--- config.mk ---
export PLATFORM = sky130hd
export DESIGN_NAME = complementary_tilt_filter_flat
export DESIGN_NICKNAME = d
export VERILOG_FILES = /design/src/hw/rtl/ctf_pkg.sv /design/src/hw/rtl/ctf_req_if.sv /design/src/hw/rtl/ctf_rsp_if.sv /design/src/hw/rtl/ctf_cordic.sv /design/src/hw/rtl/ctf_serial_mult.sv /design/src/hw/rtl/complementary_tilt_filter.sv /design/src/flat_wrapper.sv
export SDC_FILE = /design/constraint.sdc
export NUM_CORES = 2
export LEC_CHECK = 0
export BUFFER_PORTS_ARGS = -buffer_cell sky130_fd_sc_hd__buf_2
export CAP_MARGIN = 10
export CORE_MARGIN = 8
export CORE_UTILIZATION = 40
export DETAILED_ROUTE_END_ITERATION = 8
export GPL_TIMING_DRIVEN = 1
export PLACE_DENSITY = 0.58
export SLEW_MARGIN = 20
export SYNTH_ARGS = -nofsm -noshare
export SYNTH_HDL_FRONTEND = slang
export SYNTH_SLANG_ARGS = --single-unit
--- constraint.sdc ---
create_clock -name clock -period 7.2 [get_ports clock]
set_input_delay 1.8 -clock clock [delete_from_list [all_inputs] [get_ports clock]]
set_output_delay 1.8 -clock clock [all_outputs]
set_load 0.02 [all_outputs]
--- src/hw/rtl/ctf_pkg.sv ---
package ctf_pkg;

   // Field widths.
   localparam int ACCEL_W  = 18;
   localparam int GYRO_W   = 24;
   localparam int TILT_W   = 24;
   localparam int ANGLE_W  = 32;
   localparam int CSR_W    = 32;
   localparam int COEF_W   = 16;
   localparam int CSR_IDX_W = 2;

   // CORDIC datapath: vector components and Q28 angle.
   localparam int CORDIC_STEPS_DEF = 16;
   localparam int CORDIC_MAX_STEPS = 24;
   localparam int VEC_W   = 34;
   localparam int PHASE_W = 32;

   // Shared serial multiplier: signed multiplicand, unsigned multiplier.
   localparam int MUL_A_W = 33;
   localparam int MUL_B_W = 21;
   localparam int PROD_W  = MUL_A_W + MUL_B_W;
   localparam int Q_SHIFT = 15;

   localparam logic signed [PHASE_W-1:0] HALF_PI_Q28 = 32'sd421657428;
   localparam logic signed [MUL_A_W-1:0] OFFSET_Q28  = 33'sd842887332;
   localparam logic [MUL_B_W-1:0] DEG_PER_RAD_Q15    = 21'd1877468;
   localparam logic [TILT_W-1:0]  TILT_MAX           = 24'hFFFFFF;

   // Configuration register indexes.
   localparam logic [CSR_IDX_W-1:0] CSR_TARGET = 2'd0;
   localparam logic [CSR_IDX_W-1:0] CSR_DT     = 2'd1;
   localparam logic [CSR_IDX_W-1:0] CSR_GW     = 2'd2;
   localparam logic [CSR_IDX_W-1:0] CSR_AW     = 2'd3;

   localparam logic signed [ANGLE_W-1:0] TARGET_RST = '0;
   localparam logic [COEF_W-1:0] DT_RST = 16'd32;
   localparam logic [COEF_W-1:0] GW_RST = 16'd32735;
   localparam logic [COEF_W-1:0] AW_RST = 16'd32;

   typedef enum logic [2:0] {
      ST_IDLE,
      ST_CORDIC,
      ST_DEG,
      ST_DELTA,
      ST_GAIN,
      ST_ACCEL,
      ST_WRITE
   } seq_state_type;

   // Arctangent of 2^-i in Q28 radians.
   function automatic logic signed [PHASE_W-1:0] atan_q28(input logic [4:0] idx);
      logic signed [PHASE_W-1:0] val;
      case (idx)
         5'd0:  val = 32'sd210828714;
         5'd1:  val = 32'sd124459457;
         5'd2:  val = 32'sd65760959;
         5'd3:  val = 32'sd33381290;
         5'd4:  val = 32'sd16755422;
         5'd5:  val = 32'sd8385879;
         5'd6:  val = 32'sd4193963;
         5'd7:  val = 32'sd2097109;
         5'd8:  val = 32'sd1048571;
         5'd9:  val = 32'sd524287;
         5'd10: val = 32'sd262144;
         5'd11: val = 32'sd131072;
         5'd12: val = 32'sd65536;
         5'd13: val = 32'sd32768;
         5'd14: val = 32'sd16384;
         5'd15: val = 32'sd8192;
         5'd16: val = 32'sd4096;
         5'd17: val = 32'sd2048;
         5'd18: val = 32'sd1024;
         5'd19: val = 32'sd512;
         5'd20: val = 32'sd256;
         5'd21: val = 32'sd128;
         5'd22: val = 32'sd64;
         5'd23: val = 32'sd32;
         default: val = '0;
      endcase
      return val;
   endfunction

endpackage

--- src/hw/rtl/ctf_req_if.sv ---
interface ctf_req_if;
   logic valid;
   logic ready;
   logic signed [ctf_pkg::ACCEL_W-1:0] accel_y;
   logic signed [ctf_pkg::ACCEL_W-1:0] accel_z;
   logic signed [ctf_pkg::GYRO_W-1:0]  gyro_z;

   modport source (output valid, accel_y, accel_z, gyro_z, input ready);
   modport sink   (input valid, accel_y, accel_z, gyro_z, output ready);
endinterface

--- src/hw/rtl/ctf_rsp_if.sv ---
interface ctf_rsp_if;
   logic valid;
   logic ready;
   logic [ctf_pkg::TILT_W-1:0]         accel_tilt;
   logic signed [ctf_pkg::ANGLE_W-1:0] fused_angle;
   logic signed [ctf_pkg::ANGLE_W-1:0] angle_error;

   modport source (output valid, accel_tilt, fused_angle, angle_error, input ready);
   modport sink   (input valid, accel_tilt, fused_angle, angle_error, output ready);
endinterface

--- src/hw/rtl/ctf_cordic.sv ---
module ctf_cordic #(
   parameter int CORDIC_STEPS = ctf_pkg::CORDIC_STEPS_DEF
) (
   input  logic                                 clock,
   input  logic                                 reset,
   input  logic                                 start,
   input  logic signed [ctf_pkg::VEC_W-1:0]     vec_x,
   input  logic signed [ctf_pkg::VEC_W-1:0]     vec_y,
   output logic                                 done,
   output logic signed [ctf_pkg::PHASE_W-1:0]   phase
);
   import ctf_pkg::*;

   localparam int CNT_W = $clog2(CORDIC_STEPS + 1);

   logic signed [VEC_W-1:0]   x_ff, x_in, y_ff, y_in;
   logic signed [PHASE_W-1:0] z_ff, z_in;
   logic [CNT_W-1:0]          cnt_ff, cnt_in;
   logic                      busy_ff, busy_in;
   logic                      zero_ff, zero_in;
   logic                      done_ff, done_in;
   logic [4:0]                step_idx;

   assign step_idx = 5'(cnt_ff);

   // One micro-rotation per cycle; the quarter turn is applied at start.
   always_comb begin
      x_in    = x_ff;
      y_in    = y_ff;
      z_in    = z_ff;
      cnt_in  = cnt_ff;
      busy_in = busy_ff;
      zero_in = zero_ff;
      done_in = 1'b0;
      if (start) begin
         cnt_in  = '0;
         busy_in = 1'b1;
         zero_in = (vec_x == '0) && (vec_y == '0);
         if (vec_x < 0) begin
            if (vec_y >= 0) begin
               x_in = vec_y;
               y_in = -vec_x;
               z_in = HALF_PI_Q28;
            end else begin
               x_in = -vec_y;
               y_in = vec_x;
               z_in = -HALF_PI_Q28;
            end
         end else begin
            x_in = vec_x;
            y_in = vec_y;
            z_in = '0;
         end
      end else if (busy_ff) begin
         if (cnt_ff == CNT_W'(CORDIC_STEPS)) begin
            busy_in = 1'b0;
            done_in = 1'b1;
         end else begin
            cnt_in = cnt_ff + 1'b1;
            if (y_ff >= 0) begin
               x_in = x_ff + (y_ff >>> cnt_ff);
               y_in = y_ff - (x_ff >>> cnt_ff);
               z_in = z_ff + atan_q28(step_idx);
            end else begin
               x_in = x_ff - (y_ff >>> cnt_ff);
               y_in = y_ff + (x_ff >>> cnt_ff);
               z_in = z_ff - atan_q28(step_idx);
            end
         end
      end
   end

   always_ff @(posedge clock) begin
      if (reset) begin
         busy_ff <= 1'b0;
         done_ff <= 1'b0;
      end else begin
         busy_ff <= busy_in;
         done_ff <= done_in;
      end
      x_ff    <= x_in;
      y_ff    <= y_in;
      z_ff    <= z_in;
      cnt_ff  <= cnt_in;
      zero_ff <= zero_in;
   end

   assign done  = done_ff;
   assign phase = zero_ff ? '0 : z_ff;

endmodule

--- src/hw/rtl/ctf_serial_mult.sv ---
module ctf_serial_mult (
   input  logic                                clock,
   input  logic                                reset,
   input  logic                                start,
   input  logic signed [ctf_pkg::MUL_A_W-1:0]  mcand,
   input  logic [ctf_pkg::MUL_B_W-1:0]         mplier,
   output logic                                done,
   output logic signed [ctf_pkg::PROD_W-1:0]   product
);
   import ctf_pkg::*;

   localparam int CNT_W = $clog2(MUL_B_W + 1);

   logic signed [PROD_W-1:0] acc_ff, acc_in, a_ff, a_in;
   logic [MUL_B_W-1:0]       b_ff, b_in;
   logic [CNT_W-1:0]         cnt_ff, cnt_in;
   logic                     busy_ff, busy_in;
   logic                     done_ff, done_in;

   // Shift-add: one multiplier bit per cycle, LSB first.
   always_comb begin
      acc_in  = acc_ff;
      a_in    = a_ff;
      b_in    = b_ff;
      cnt_in  = cnt_ff;
      busy_in = busy_ff;
      done_in = 1'b0;
      if (start) begin
         acc_in  = '0;
         a_in    = PROD_W'(mcand);
         b_in    = mplier;
         cnt_in  = '0;
         busy_in = 1'b1;
      end else if (busy_ff) begin
         if (b_ff[0]) begin
            acc_in = acc_ff + a_ff;
         end
         a_in   = a_ff <<< 1;
         b_in   = b_ff >> 1;
         cnt_in = cnt_ff + 1'b1;
         if (cnt_ff == CNT_W'(MUL_B_W - 1)) begin
            busy_in = 1'b0;
            done_in = 1'b1;
         end
      end
   end

   always_ff @(posedge clock) begin
      if (reset) begin
         busy_ff <= 1'b0;
         done_ff <= 1'b0;
      end else begin
         busy_ff <= busy_in;
         done_ff <= done_in;
      end
      acc_ff <= acc_in;
      a_ff   <= a_in;
      b_ff   <= b_in;
      cnt_ff <= cnt_in;
   end

   assign done    = done_ff;
   assign product = acc_ff;

endmodule

--- src/hw/rtl/complementary_tilt_filter.sv ---
// Channel  | Dir | Beat contents
// req_chan | in  | accel_y, accel_z, gyro_z
// rsp_chan | out | accel_tilt, fused_angle, angle_error
// csr_*    | in  | write enable, register index, write data
//
// Each beat runs the CORDIC iterations followed by four products through one
// bit-serial multiplier. Reset is synchronous and active high; it restores the
// register defaults and zeroes the fused angle. A new beat is accepted while a
// finished result waits in the output register; the sequencer stalls only when a
// second result is ready.
module complementary_tilt_filter #(
   parameter int CORDIC_STEPS = ctf_pkg::CORDIC_STEPS_DEF
) (
   input  logic                              clock,
   input  logic                              reset,
   ctf_req_if.sink                           req_chan,
   ctf_rsp_if.source                         rsp_chan,
   input  logic                              csr_write_en,
   input  logic [ctf_pkg::CSR_IDX_W-1:0]     csr_index,
   input  logic [ctf_pkg::CSR_W-1:0]         csr_write_data
);
   import ctf_pkg::*;

   seq_state_type state_ff, state_in;

   logic signed [ANGLE_W-1:0] target_ff;
   logic [COEF_W-1:0]         dt_ff, gw_ff, aw_ff;
   logic signed [ANGLE_W-1:0] fused_ff, fused_in;
   logic signed [GYRO_W-1:0]  gyro_ff;
   logic [TILT_W-1:0]         deg_ff, deg_in;
   logic signed [ANGLE_W-1:0] gain_ff, gain_in;
   logic                      rsp_valid_ff, rsp_valid_in;
   logic [TILT_W-1:0]         out_tilt_ff, out_tilt_in;
   logic signed [ANGLE_W-1:0] out_fused_ff, out_fused_in;
   logic signed [ANGLE_W-1:0] out_err_ff, out_err_in;

   logic                      accept;
   logic signed [VEC_W-1:0]   ay_ext, az_ext, cordic_x, cordic_y;
   logic                      cordic_done;
   logic signed [PHASE_W-1:0] cordic_phase;
   logic signed [MUL_A_W-1:0] phase_sum, phase_q15;
   logic                      mul_start, mul_done;
   logic signed [MUL_A_W-1:0] mul_a;
   logic [MUL_B_W-1:0]        mul_b;
   logic signed [PROD_W-1:0]  mul_p;
   logic signed [PROD_W-Q_SHIFT-1:0] prod_q;
   logic signed [ANGLE_W-1:0] prod_lo;
   logic signed [ANGLE_W-1:0] diff_angle;

   // Configuration registers.
   always_ff @(posedge clock) begin
      if (reset) begin
         target_ff <= TARGET_RST;
         dt_ff     <= DT_RST;
         gw_ff     <= GW_RST;
         aw_ff     <= AW_RST;
      end else if (csr_write_en) begin
         case (csr_index)
            CSR_TARGET: target_ff <= csr_write_data;
            CSR_DT:     dt_ff     <= csr_write_data[COEF_W-1:0];
            CSR_GW:     gw_ff     <= csr_write_data[COEF_W-1:0];
            CSR_AW:     aw_ff     <= csr_write_data[COEF_W-1:0];
            default: ;
         endcase
      end
   end

   assign accept         = req_chan.valid && req_chan.ready;
   assign req_chan.ready = (state_ff == ST_IDLE);

   // CORDIC operands: y = -(ay >> 2) << 14, x = (az >> 2) << 14.
   assign ay_ext   = VEC_W'(req_chan.accel_y);
   assign az_ext   = VEC_W'(req_chan.accel_z);
   assign cordic_y = (-(ay_ext >>> 2)) <<< 14;
   assign cordic_x = (az_ext >>> 2) <<< 14;

   ctf_cordic #(.CORDIC_STEPS(CORDIC_STEPS)) u_cordic (
      .clock (clock),
      .reset (reset),
      .start (accept),
      .vec_x (cordic_x),
      .vec_y (cordic_y),
      .done  (cordic_done),
      .phase (cordic_phase)
   );

   // Offset by 3.14 rad, then Q28 to Q15 truncating toward zero.
   assign phase_sum = MUL_A_W'(cordic_phase) + OFFSET_Q28;
   assign phase_q15 = (phase_sum >= 0) ? (phase_sum >>> 13) : -((-phase_sum) >>> 13);

   ctf_serial_mult u_mult (
      .clock   (clock),
      .reset   (reset),
      .start   (mul_start),
      .mcand   (mul_a),
      .mplier  (mul_b),
      .done    (mul_done),
      .product (mul_p)
   );

   assign prod_q  = mul_p[PROD_W-1:Q_SHIFT];
   assign prod_lo = prod_q[ANGLE_W-1:0];

   // Propagated angle wraps at the angle width before it is weighted.
   assign diff_angle = fused_ff - prod_lo;

   // Sequencer: CORDIC, then four products, then the output register.
   always_comb begin
      state_in     = state_ff;
      mul_start    = 1'b0;
      mul_a        = phase_q15;
      mul_b        = DEG_PER_RAD_Q15;
      deg_in       = deg_ff;
      gain_in      = gain_ff;
      fused_in     = fused_ff;
      rsp_valid_in = rsp_valid_ff && !rsp_chan.ready;
      out_tilt_in  = out_tilt_ff;
      out_fused_in = out_fused_ff;
      out_err_in   = out_err_ff;
      case (state_ff)
         ST_IDLE: begin
            if (accept) begin
               state_in = ST_CORDIC;
            end
         end
         ST_CORDIC: begin
            if (cordic_done) begin
               mul_start = 1'b1;
               state_in  = ST_DEG;
            end
         end
         ST_DEG: begin
            mul_a = MUL_A_W'(gyro_ff);
            mul_b = MUL_B_W'(dt_ff);
            if (mul_done) begin
               if (prod_q[PROD_W-Q_SHIFT-1]) begin
                  deg_in = '0;
               end else if (|prod_q[PROD_W-Q_SHIFT-2:TILT_W]) begin
                  deg_in = TILT_MAX;
               end else begin
                  deg_in = prod_q[TILT_W-1:0];
               end
               mul_start = 1'b1;
               state_in  = ST_DELTA;
            end
         end
         ST_DELTA: begin
            mul_a = MUL_A_W'(diff_angle);
            mul_b = MUL_B_W'(gw_ff);
            if (mul_done) begin
               mul_start = 1'b1;
               state_in  = ST_GAIN;
            end
         end
         ST_GAIN: begin
            mul_a = MUL_A_W'({1'b0, deg_ff});
            mul_b = MUL_B_W'(aw_ff);
            if (mul_done) begin
               gain_in   = prod_lo;
               mul_start = 1'b1;
               state_in  = ST_ACCEL;
            end
         end
         ST_ACCEL: begin
            if (mul_done) begin
               fused_in = gain_ff + prod_lo;
               state_in = ST_WRITE;
            end
         end
         ST_WRITE: begin
            if (!rsp_valid_ff || rsp_chan.ready) begin
               rsp_valid_in = 1'b1;
               out_tilt_in  = deg_ff;
               out_fused_in = fused_ff;
               out_err_in   = target_ff - fused_ff;
               state_in     = ST_IDLE;
            end
         end
         default: state_in = ST_IDLE;
      endcase
   end

   always_ff @(posedge clock) begin
      if (reset) begin
         state_ff     <= ST_IDLE;
         rsp_valid_ff <= 1'b0;
         fused_ff     <= '0;
      end else begin
         state_ff     <= state_in;
         rsp_valid_ff <= rsp_valid_in;
         fused_ff     <= fused_in;
      end
      if (accept) begin
         gyro_ff <= req_chan.gyro_z;
      end
      deg_ff       <= deg_in;
      gain_ff      <= gain_in;
      out_tilt_ff  <= out_tilt_in;
      out_fused_ff <= out_fused_in;
      out_err_ff   <= out_err_in;
   end

   assign rsp_chan.valid       = rsp_valid_ff;
   assign rsp_chan.accel_tilt  = out_tilt_ff;
   assign rsp_chan.fused_angle = out_fused_ff;
   assign rsp_chan.angle_error = out_err_ff;

endmodule

--- src/flat_wrapper.sv ---
// flat-port wrapper written by rule: the top's interface ports become plain ports
module complementary_tilt_filter_flat import ctf_pkg::*;
#(
   parameter int CORDIC_STEPS = ctf_pkg::CORDIC_STEPS_DEF
)
  (clock, reset, csr_write_en, csr_index, csr_write_data, req_chan_valid, req_chan_accel_y, req_chan_accel_z, req_chan_gyro_z, req_chan_ready, rsp_chan_valid, rsp_chan_accel_tilt, rsp_chan_fused_angle, rsp_chan_angle_error, rsp_chan_ready);
  ctf_req_if req_chan_i ();
  ctf_rsp_if rsp_chan_i ();
  input  logic clock;
  input  logic reset;
  input  logic csr_write_en;
  input  logic [ctf_pkg::CSR_IDX_W-1:0] csr_index;
  input  logic [ctf_pkg::CSR_W-1:0] csr_write_data;
  input wire logic [$bits(req_chan_i.valid)-1:0] req_chan_valid;
  input wire logic [$bits(req_chan_i.accel_y)-1:0] req_chan_accel_y;
  input wire logic [$bits(req_chan_i.accel_z)-1:0] req_chan_accel_z;
  input wire logic [$bits(req_chan_i.gyro_z)-1:0] req_chan_gyro_z;
  output wire logic [$bits(req_chan_i.ready)-1:0] req_chan_ready;
  output wire logic [$bits(rsp_chan_i.valid)-1:0] rsp_chan_valid;
  output wire logic [$bits(rsp_chan_i.accel_tilt)-1:0] rsp_chan_accel_tilt;
  output wire logic [$bits(rsp_chan_i.fused_angle)-1:0] rsp_chan_fused_angle;
  output wire logic [$bits(rsp_chan_i.angle_error)-1:0] rsp_chan_angle_error;
  input wire logic [$bits(rsp_chan_i.ready)-1:0] rsp_chan_ready;
  assign req_chan_i.valid = req_chan_valid;
  assign req_chan_i.accel_y = req_chan_accel_y;
  assign req_chan_i.accel_z = req_chan_accel_z;
  assign req_chan_i.gyro_z = req_chan_gyro_z;
  assign req_chan_ready = req_chan_i.ready;
  assign rsp_chan_valid = rsp_chan_i.valid;
  assign rsp_chan_accel_tilt = rsp_chan_i.accel_tilt;
  assign rsp_chan_fused_angle = rsp_chan_i.fused_angle;
  assign rsp_chan_angle_error = rsp_chan_i.angle_error;
  assign rsp_chan_i.ready = rsp_chan_ready;
  complementary_tilt_filter #(.CORDIC_STEPS(CORDIC_STEPS)) u_core (.clock(clock), .reset(reset), .req_chan(req_chan_i), .rsp_chan(rsp_chan_i), .csr_write_en(csr_write_en), .csr_index(csr_index), .csr_write_data(csr_write_data));
endmodule
# Yosys cells after proc, flatten, opt, wreduce, memory -nomap -nowiden
# Memories as Yosys holds them, arrays and structs flattened. A register that Yosys moved wholly into a read port is not among the register bits.
# Index checks and enable logic that the tools add are counted.
[word_totals]
n_memories = 2
elab_cells = 162
romBits = 1792
latch_bits = 0
in_bits = 99
reg_bits = 528
ram_bits = 0
output_inout_bits = 90
[op_classes]
n_lt_le_gt_ge = 4
n_div = 0
bitwise = 3
shifts = 2
n_mux = 60
eq_ne = 19
add_sub_neg = 18
n_reduce_logical = 28
mul = 0
[memory_table]
columns = ["memory", "depth", "width", "read_ports", "rd_ports_with_merged_regs", "wr", "line_no", "text"]
rows = [
  ["(no name shown)", 32, 28, 1, 1, 0, "ctf_pkg.sv:53", "case (idx)"],
  ["(no name shown)", 32, 28, 1, 1, 0, "ctf_pkg.sv:53", ""],
]
[ops]
columns = ["op", "n"]
rows = [
  ["32-bit 2-to-1 mux", 15],
  ["34-bit 2-to-1 mux", 12],
  ["54-bit 2-to-1 mux", 2],
  ["33-bit one-hot mux with 3 select lines", 1],
  ["32-bit subtractor", 3],
  ["34-bit adder", 2],
  ["34-bit by 1-bit >= comparator with 1-bit output (second input constant)", 2],
  ["34-bit logical NOT", 2],
  ["34-bit by 5-bit >>> shifter with 34-bit output", 2],
  ["34-bit subtractor", 2],
  ["32-bit adder", 2],
  ["21-bit one-hot mux with 3 select lines", 1],
  ["54-bit adder", 1],
  ["21-bit 2-to-1 mux", 2],
  ["30-bit negation with 34-bit output", 1],
  ["34-bit negation", 1],
  ["32-bit by 31-bit adder with 33-bit output (second input constant)", 1],
  ["33-bit by 1-bit >= comparator with 1-bit output (second input constant)", 1],
  ["33-bit 2-to-1 mux", 1],
  ["20-bit negation with 33-bit output", 1],
  ["33-bit negation", 1],
  ["30-bit by 1-bit less-than comparator with 1-bit output (second input constant)", 1],
  ["24-bit 2-to-1 mux", 1],
  ["2-bit AND reduction", 11],
  ["other kinds (25)", 65],
]

# Longest topological paths before layout
[logic_depth]
depth_word = 10
ltp_mapped = 33
mapped_depth_nobuf = 28

# Modules after synthesis
# From an unflattened synthesis, not the netlist that was laid out.
[unflattened]
cells_unflattened = 5184
hier_area_um2 = 45120.8
[modules_own_cells]
columns = ["module", "area_per_inst_um2", "cells_per_inst", "n_inst"]
rows = [
  ["ctf_cordic", 19397.4, 2347, 1],
  ["complementary_tilt_filter", 17483.0, 1955, 1],
  ["ctf_serial_mult", 8240.4, 882, 1],
]

# Worst setup path before layout
# No wires, ideal clock.
[synth_timing]
kind = "register -> register"
start = "register u_core.u_cordic.cnt_ff[4]"
end = "register u_core.u_cordic.y_ff[33], data pin"
synth_period_minus_slack_ns = 6.532
stages_incl_launch_ff = 32
arrival_ns = 6.272
n_path_buf = 6
path_slack_ns = 0.668
setup_time_ns = 0.261
path_cell_list = "dfxtp_1 -> inv_1 -> buf_1 -> buf_1 -> buf_1 -> clkbuf_1 -> buf_1 -> mux2i_1 -> ha_1 -> nand2_1 -> nor3_1 -> nand3_1 -> nor2_1 -> nand4_1 -> or2_2 -> o21ai_0 -> xor2_1 -> a21o_1 -> ha_1 -> clkbuf_1 -> a21oi_1 -> o21bai_1 -> a21oi_1 -> o21bai_1 -> a211o_1 -> nand3_1 -> o211ai_1 -> o41ai_1 -> o21a_1 -> o21ai_0 -> xor2_1 -> a21oi_1"
[synth_via]
elab_chain_cells = 6
word_cells_on_any_way = 7
cone_classes = "2 x add/sub; 1 x shift; 4 x mux"
[synth_rtl]
columns = ["item", "line_no", "text"]
rows = [
  ["start: declaration", "ctf_cordic.sv:18", "logic [CNT_W-1:0] cnt_ff, cnt_in;"],
  ["start signal: assignment", "ctf_cordic.sv:84", "cnt_ff <= cnt_in;"],
  ["34-bit by 5-bit >>> shifter with 34-bit output (*)", "ctf_cordic.sv:62, ctf_cordic.sv:66", ""],
  ["34-bit adder or 34-bit subtractor (tied branches)", "ctf_cordic.sv:66, ctf_cordic.sv:62", ""],
  ["34-bit 2-to-1 mux (*)", "ctf_cordic.sv:60", "if (y_ff >= 0) begin"],
  ["34-bit 2-to-1 mux (*)", "ctf_cordic.sv:55", "if (cnt_ff == CNT_W'(CORDIC_STEPS)) begin"],
  ["34-bit 2-to-1 mux (*)", "ctf_cordic.sv:54", "end else if (busy_ff) begin"],
  ["34-bit 2-to-1 mux (*)", "ctf_cordic.sv:35", "if (start) begin"],
  ["named net u_core.u_cordic.y_in[33]", "ctf_cordic.sv:16", "logic signed [VEC_W-1:0] x_ff, x_in, y_ff, y_in;"],
  ["end signal: assignment", "ctf_cordic.sv:82", "y_ff <= y_in;"],
  ["end: declaration", "ctf_cordic.sv:16", ""],
]
# The timed path passes the listed nets; every way through them passes the cells marked *. The select of a mux whose other input is x is not followed.
# A chain may end at the register's enable or synchronous reset.

# Worst setup path in the final report
[layout_timing]
start = "register u_core.u_cordic.cnt_ff[0]"
end = "register u_core.u_cordic.y_ff[32], data pin"
# The elaborated chain is that of the path after synthesis.

==> reports/results.txt <==
The data required time of the critical path is 7.60 ns. The flop and latch count out of synthesis works out to 556. Counting instances, the worst hold path has a depth of 0.

The tools report the clock root buffer as sky130_fd_sc_hd__clkbuf_16. The run gives 147 MHz as the maximum frequency from static timing analysis. Buffers placed on the I/O ports in this run total 184. For the aggregate routed wire length, the log shows 130000 µm. A synthesized cell averages 8.81 µm². TritonCTS built the clock tree. Counting every instance in the synthesized netlist gives 4775. The net count of the mapped netlist is 5144, and the maximum fanout along the worst path is 11.

The final total negative setup slack is 0 ns, and the sum of overflow across all layers after global routing is 0. Total routing resource utilization after global routing: 0.214. Timing analysis after detailed placement gives a worst setup slack of 0.239 ns. Routability-driven placement finished with a final weighted congestion of 0.932. The critical path in this run is classified as flip-flop to flip-flop. The longest clock path from root to sink contains 3 buffers.

In this run, the number of DRC markers left after iteration 0 of detailed routing was 3362. The tools report the type of origin of the critical path as a flip-flop. The commonest cells after synthesis are 606 x sky130_fd_sc_hd__nand2_1, 486 x sky130_fd_sc_hd__a21oi_1, 417 x sky130_fd_sc_hd__nor2_1. The tools report the overall die area as 116000 µm². The relative area change from synthesis to final layout works out to 11.2%. Clock-pin slew was measured on the worst setup and hold paths at 0.06 ns.

The die height is 340 µm. Area share of the largest cell type after synthesis: 0.246. After synthesis the cells add up to 42100 µm². 189 I/O pins were placed. The total instance count after detailed placement was 6182. Dividing the detail-routed wire length by the instance count gives 20.5 µm. The leakage power total is 0.0183 µW, and the total DRC errors in the routed layout is 0.

The worst hold-check slack was 0.437 ns. The finished layout holds 6309 standard cells, fillers aside. The proportion of total power due to net switching is 0.436, and the slew at the pin closest to its max-slew limit is 1.02 ns. The HPWL after detailed placement is 96500 µm. Data arrives at the worst endpoint at 7.20 ns. For flop-to-flop paths, the worst setup slack is 0.40 ns. The flow ran to the end, and the final reports show no timing, DRC or antenna violations. Setup slack on the critical path of the routed design comes to 0.397 ns. Layout cell share with drive strength beyond 1: 0.113. The tools report the number of buffers added by the clock tree synthesis step as 69. The worst relative slew slack was 0.313. The tools report the total vias in the final route as 36700.

The run gives 0 as the max-slew violation total from the final report. For the clock network fraction of total power, the log shows 0.175. The via count of the first global-routing pass is 34800, and the worst ir drop on vdd is 0.426 mV. Setup repair after global routing left no endpoint under its margin. The number of antenna violations at the first check in global routing is 2.

The logs give 0 for the count of antenna diodes in the layout and 11700 µW for the cell-internal power. CTS built an H-tree with a depth of 3. Of all cell types, the one taking the most synthesized area is sky130_fd_sc_hd__edfxtp_1. Most instantiated library cell after synthesis: sky130_fd_sc_hd__nand2_1. The worst setup path is captured at a flip-flop. Summing internal, switching and leakage power gives 20700 µW.

Counting the fill cells in the layout gives 10300. The hold violation total from the final report is 0, and the worst-case reg-to-reg path depth is 22. For the worst-skew pair, the clock arrives at the later sink with an insertion delay of 0.66 ns. Once detail routing completed, the nets flagged for antenna violations numbered 0. In this run the core area contains 119 standard-cell rows.

Effective utilization at floorplan: 0.401. The vias per cell came out at 5.81. For this design the total switching power over the nets is 9020 µW. In the final layout, the multi-input gates occupy 25900 µm². Entering global routing, the biggest net connects 97 pins.

The count of cell types in the netlist was 93. The sequential group share of total power was 0.237. The global-route wire length before repair came out at 201000 µm. Yosys mapped a number of flops with a built-in enable equal to 344. Counting I/O delays and the setup requirement, the final critical path takes 6.80 ns.

The worst hold path class is flip-flop to flip-flop. For the final database, setup skew stands at 0.0671 ns. Dividing total power by cell area gives a power density of 442 nW/µm².

The clock net in this run drives a total of 556 sinks. The placeable core region was 105000 µm²; the number of nets at the end of the flow was 5232. Share of the clock period used by the worst path after layout: 0.945.

The logic gate share of total power is 0.588, and the flip-flop and latch area is 14600 µm². Among all flip-flop cells after synthesis, the most frequent one is sky130_fd_sc_hd__edfxtp_1. The async set-or-reset flop fraction in the synthesized netlist came out at 0. Max-cap violations in this run came to 0.

Setup violations remaining at the end of the flow were counted as 0. By area the synthesized netlist is led by sky130_fd_sc_hd__edfxtp_1 25%, sky130_fd_sc_hd__dfxtp_1 10%, sky130_fd_sc_hd__ha_1 7.8%, sky130_fd_sc_hd__a21oi_1 5.8%, sky130_fd_sc_hd__nand2_1 5.4%. The proportion of synthesized chip area in sequential cells is 0.346. The horizontal die dimension was 340 µm; the number of iterations in the first detailed-routing pass was 6. The yosys synthesis warning count is 0.
timing repair:
action / in CTS / in global routing
resized for setup: 0 / 4
setup endpoints to repair: 0 / 8
setup buffers: 0 / 1
hold buffers: 0 / 0
power groups by stage:
stage | logic, µW | registers, µW | clock network [µW]
floorplan | 9630 | 4550 | 0
global placement | 11800 | 4940 | 0
detailed placement | 12000 | 4960 | 0
CTS | 12000 | 4900 | 3710
global route | 13500 | 4970 | 3820
finish | 12200 | 4910 | 3630
critical path, cell delays in order, from the launching register on:
cell                        delay [ns]
sky130_fd_sc_hd__dfxtp_4          0.48
sky130_fd_sc_hd__buf_4            0.21
sky130_fd_sc_hd__mux4_1           0.62
sky130_fd_sc_hd__mux4_2           0.54
sky130_fd_sc_hd__or3_1            0.37
sky130_fd_sc_hd__o41a_1           0.16
sky130_fd_sc_hd__or4_1            0.44
sky130_fd_sc_hd__o21bai_4         0.21
sky130_fd_sc_hd__or3b_4           0.45
sky130_fd_sc_hd__o21ai_0          0.20
sky130_fd_sc_hd__xor2_1           0.10
sky130_fd_sc_hd__ha_1             0.44
sky130_fd_sc_hd__nand4_1          0.13
sky130_fd_sc_hd__a2111oi_0        0.43
sky130_fd_sc_hd__nor2_1           0.14
sky130_fd_sc_hd__a31oi_1          0.40
sky130_fd_sc_hd__a211o_1          0.22
sky130_fd_sc_hd__nand2_1          0.07
sky130_fd_sc_hd__a31oi_1          0.34
sky130_fd_sc_hd__a21oi_1          0.16
sky130_fd_sc_hd__a21oi_1          0.20
sky130_fd_sc_hd__or4b_2           0.15
sky130_fd_sc_hd__a31oi_1          0.08
worst paths after layout:
kind,startpoint,to
worst max register to register,u_core.u_cordic.cnt_ff[0]$_SDFFE_PP0P_,u_core.u_cordic.y_ff[32]$_DFFE_PP_
worst max-delay path,u_core.u_cordic.cnt_ff[0]$_SDFFE_PP0P_,u_core.u_cordic.y_ff[32]$_DFFE_PP_
worst min register to register,u_core.deg_ff[13]$_SDFFCE_PP0P_,u_core.rsp_chan.accel_tilt[13]$_DFFE_PP_
worst min-delay path,u_core.deg_ff[13]$_SDFFCE_PP0P_,u_core.rsp_chan.accel_tilt[13]$_DFFE_PP_
metrics by stage:
step | utilization | cell area [µm²]
6_report | 0.446 | 46800
5_1_grt | 0.446 | 46800
4_1_cts | 0.446 | 46700
3_5_place_dp | 0.424 | 44400
3_3_place_gp | 0.424 | 44400
2_1_floorplan | - | 42100
logic make-up after synthesis:
| kind of cell | share of synthesized area |
|---|---|
| adders and majority gates | 0.0816 |
| muxes | 0.0736 |
| DFF | 0.346 |
| and+or+nand+nor | 0.175 |
| AOI/OAI and AO/OA | 0.210 |
| xor gates and xnor gates | 0.0747 |
| buffers and inverters | 0.0395 |
sequential cells by signal, summed over array words and instances, names as in the netlist, 21 cells and up, named ones only:
register,flops
u_core.u_cordic.z_ff,32
u_core.fused_ff,32
u_core.target_ff,32
u_core.rsp_chan.accel_tilt,24
u_core.gain_ff,32
u_core.gyro_ff,24
u_core.u_mult.b_ff,21
u_core.u_cordic.x_ff,34
u_core.deg_ff,24
u_core.u_cordic.y_ff,34
u_core.u_mult.product,54
u_core.rsp_chan.fused_angle,32
u_core.u_mult.a_ff,54
u_core.rsp_chan.angle_error,32
final cells by class:
class	instances	area share
Clock inverter	41	0.0101
Timing Repair Buffer	253	0.0320
Sequential cell	556	0.312
Tap cell	1391	0.0372
Inverter	186	0.0150
Multi-Input combinational cell	3797	0.554
Clock buffer	85	0.0402
layout by cell type, fill, tap and decap left out, drive strengths merged, types with 85 or more instances in the layout:
master	Yosys	layout
a21o	113	113
a21oi	486	486
buf	56	253
clkbuf	179	85
dfxtp	212	212
edfxtp	344	344
ha	263	263
inv	183	189
mux4	96	96
nand2	606	606
nor2	417	417
nor3	92	92
o21ai	299	299
xnor2	243	243
xor2	116	116
routing by layer:
layer | global-route usage | wire length (µm) | up-vias
li1 | - | - | 17700
met1 | 0.284 | 56500 | 17500
met2 | 0.349 | 59500 | 1183
met3 | 0.0356 | 8230 | 239
met4 | 0.0805 | 5300 | 0
met5 | 0 | 0 | -
(Power assumes the default switching activity.)
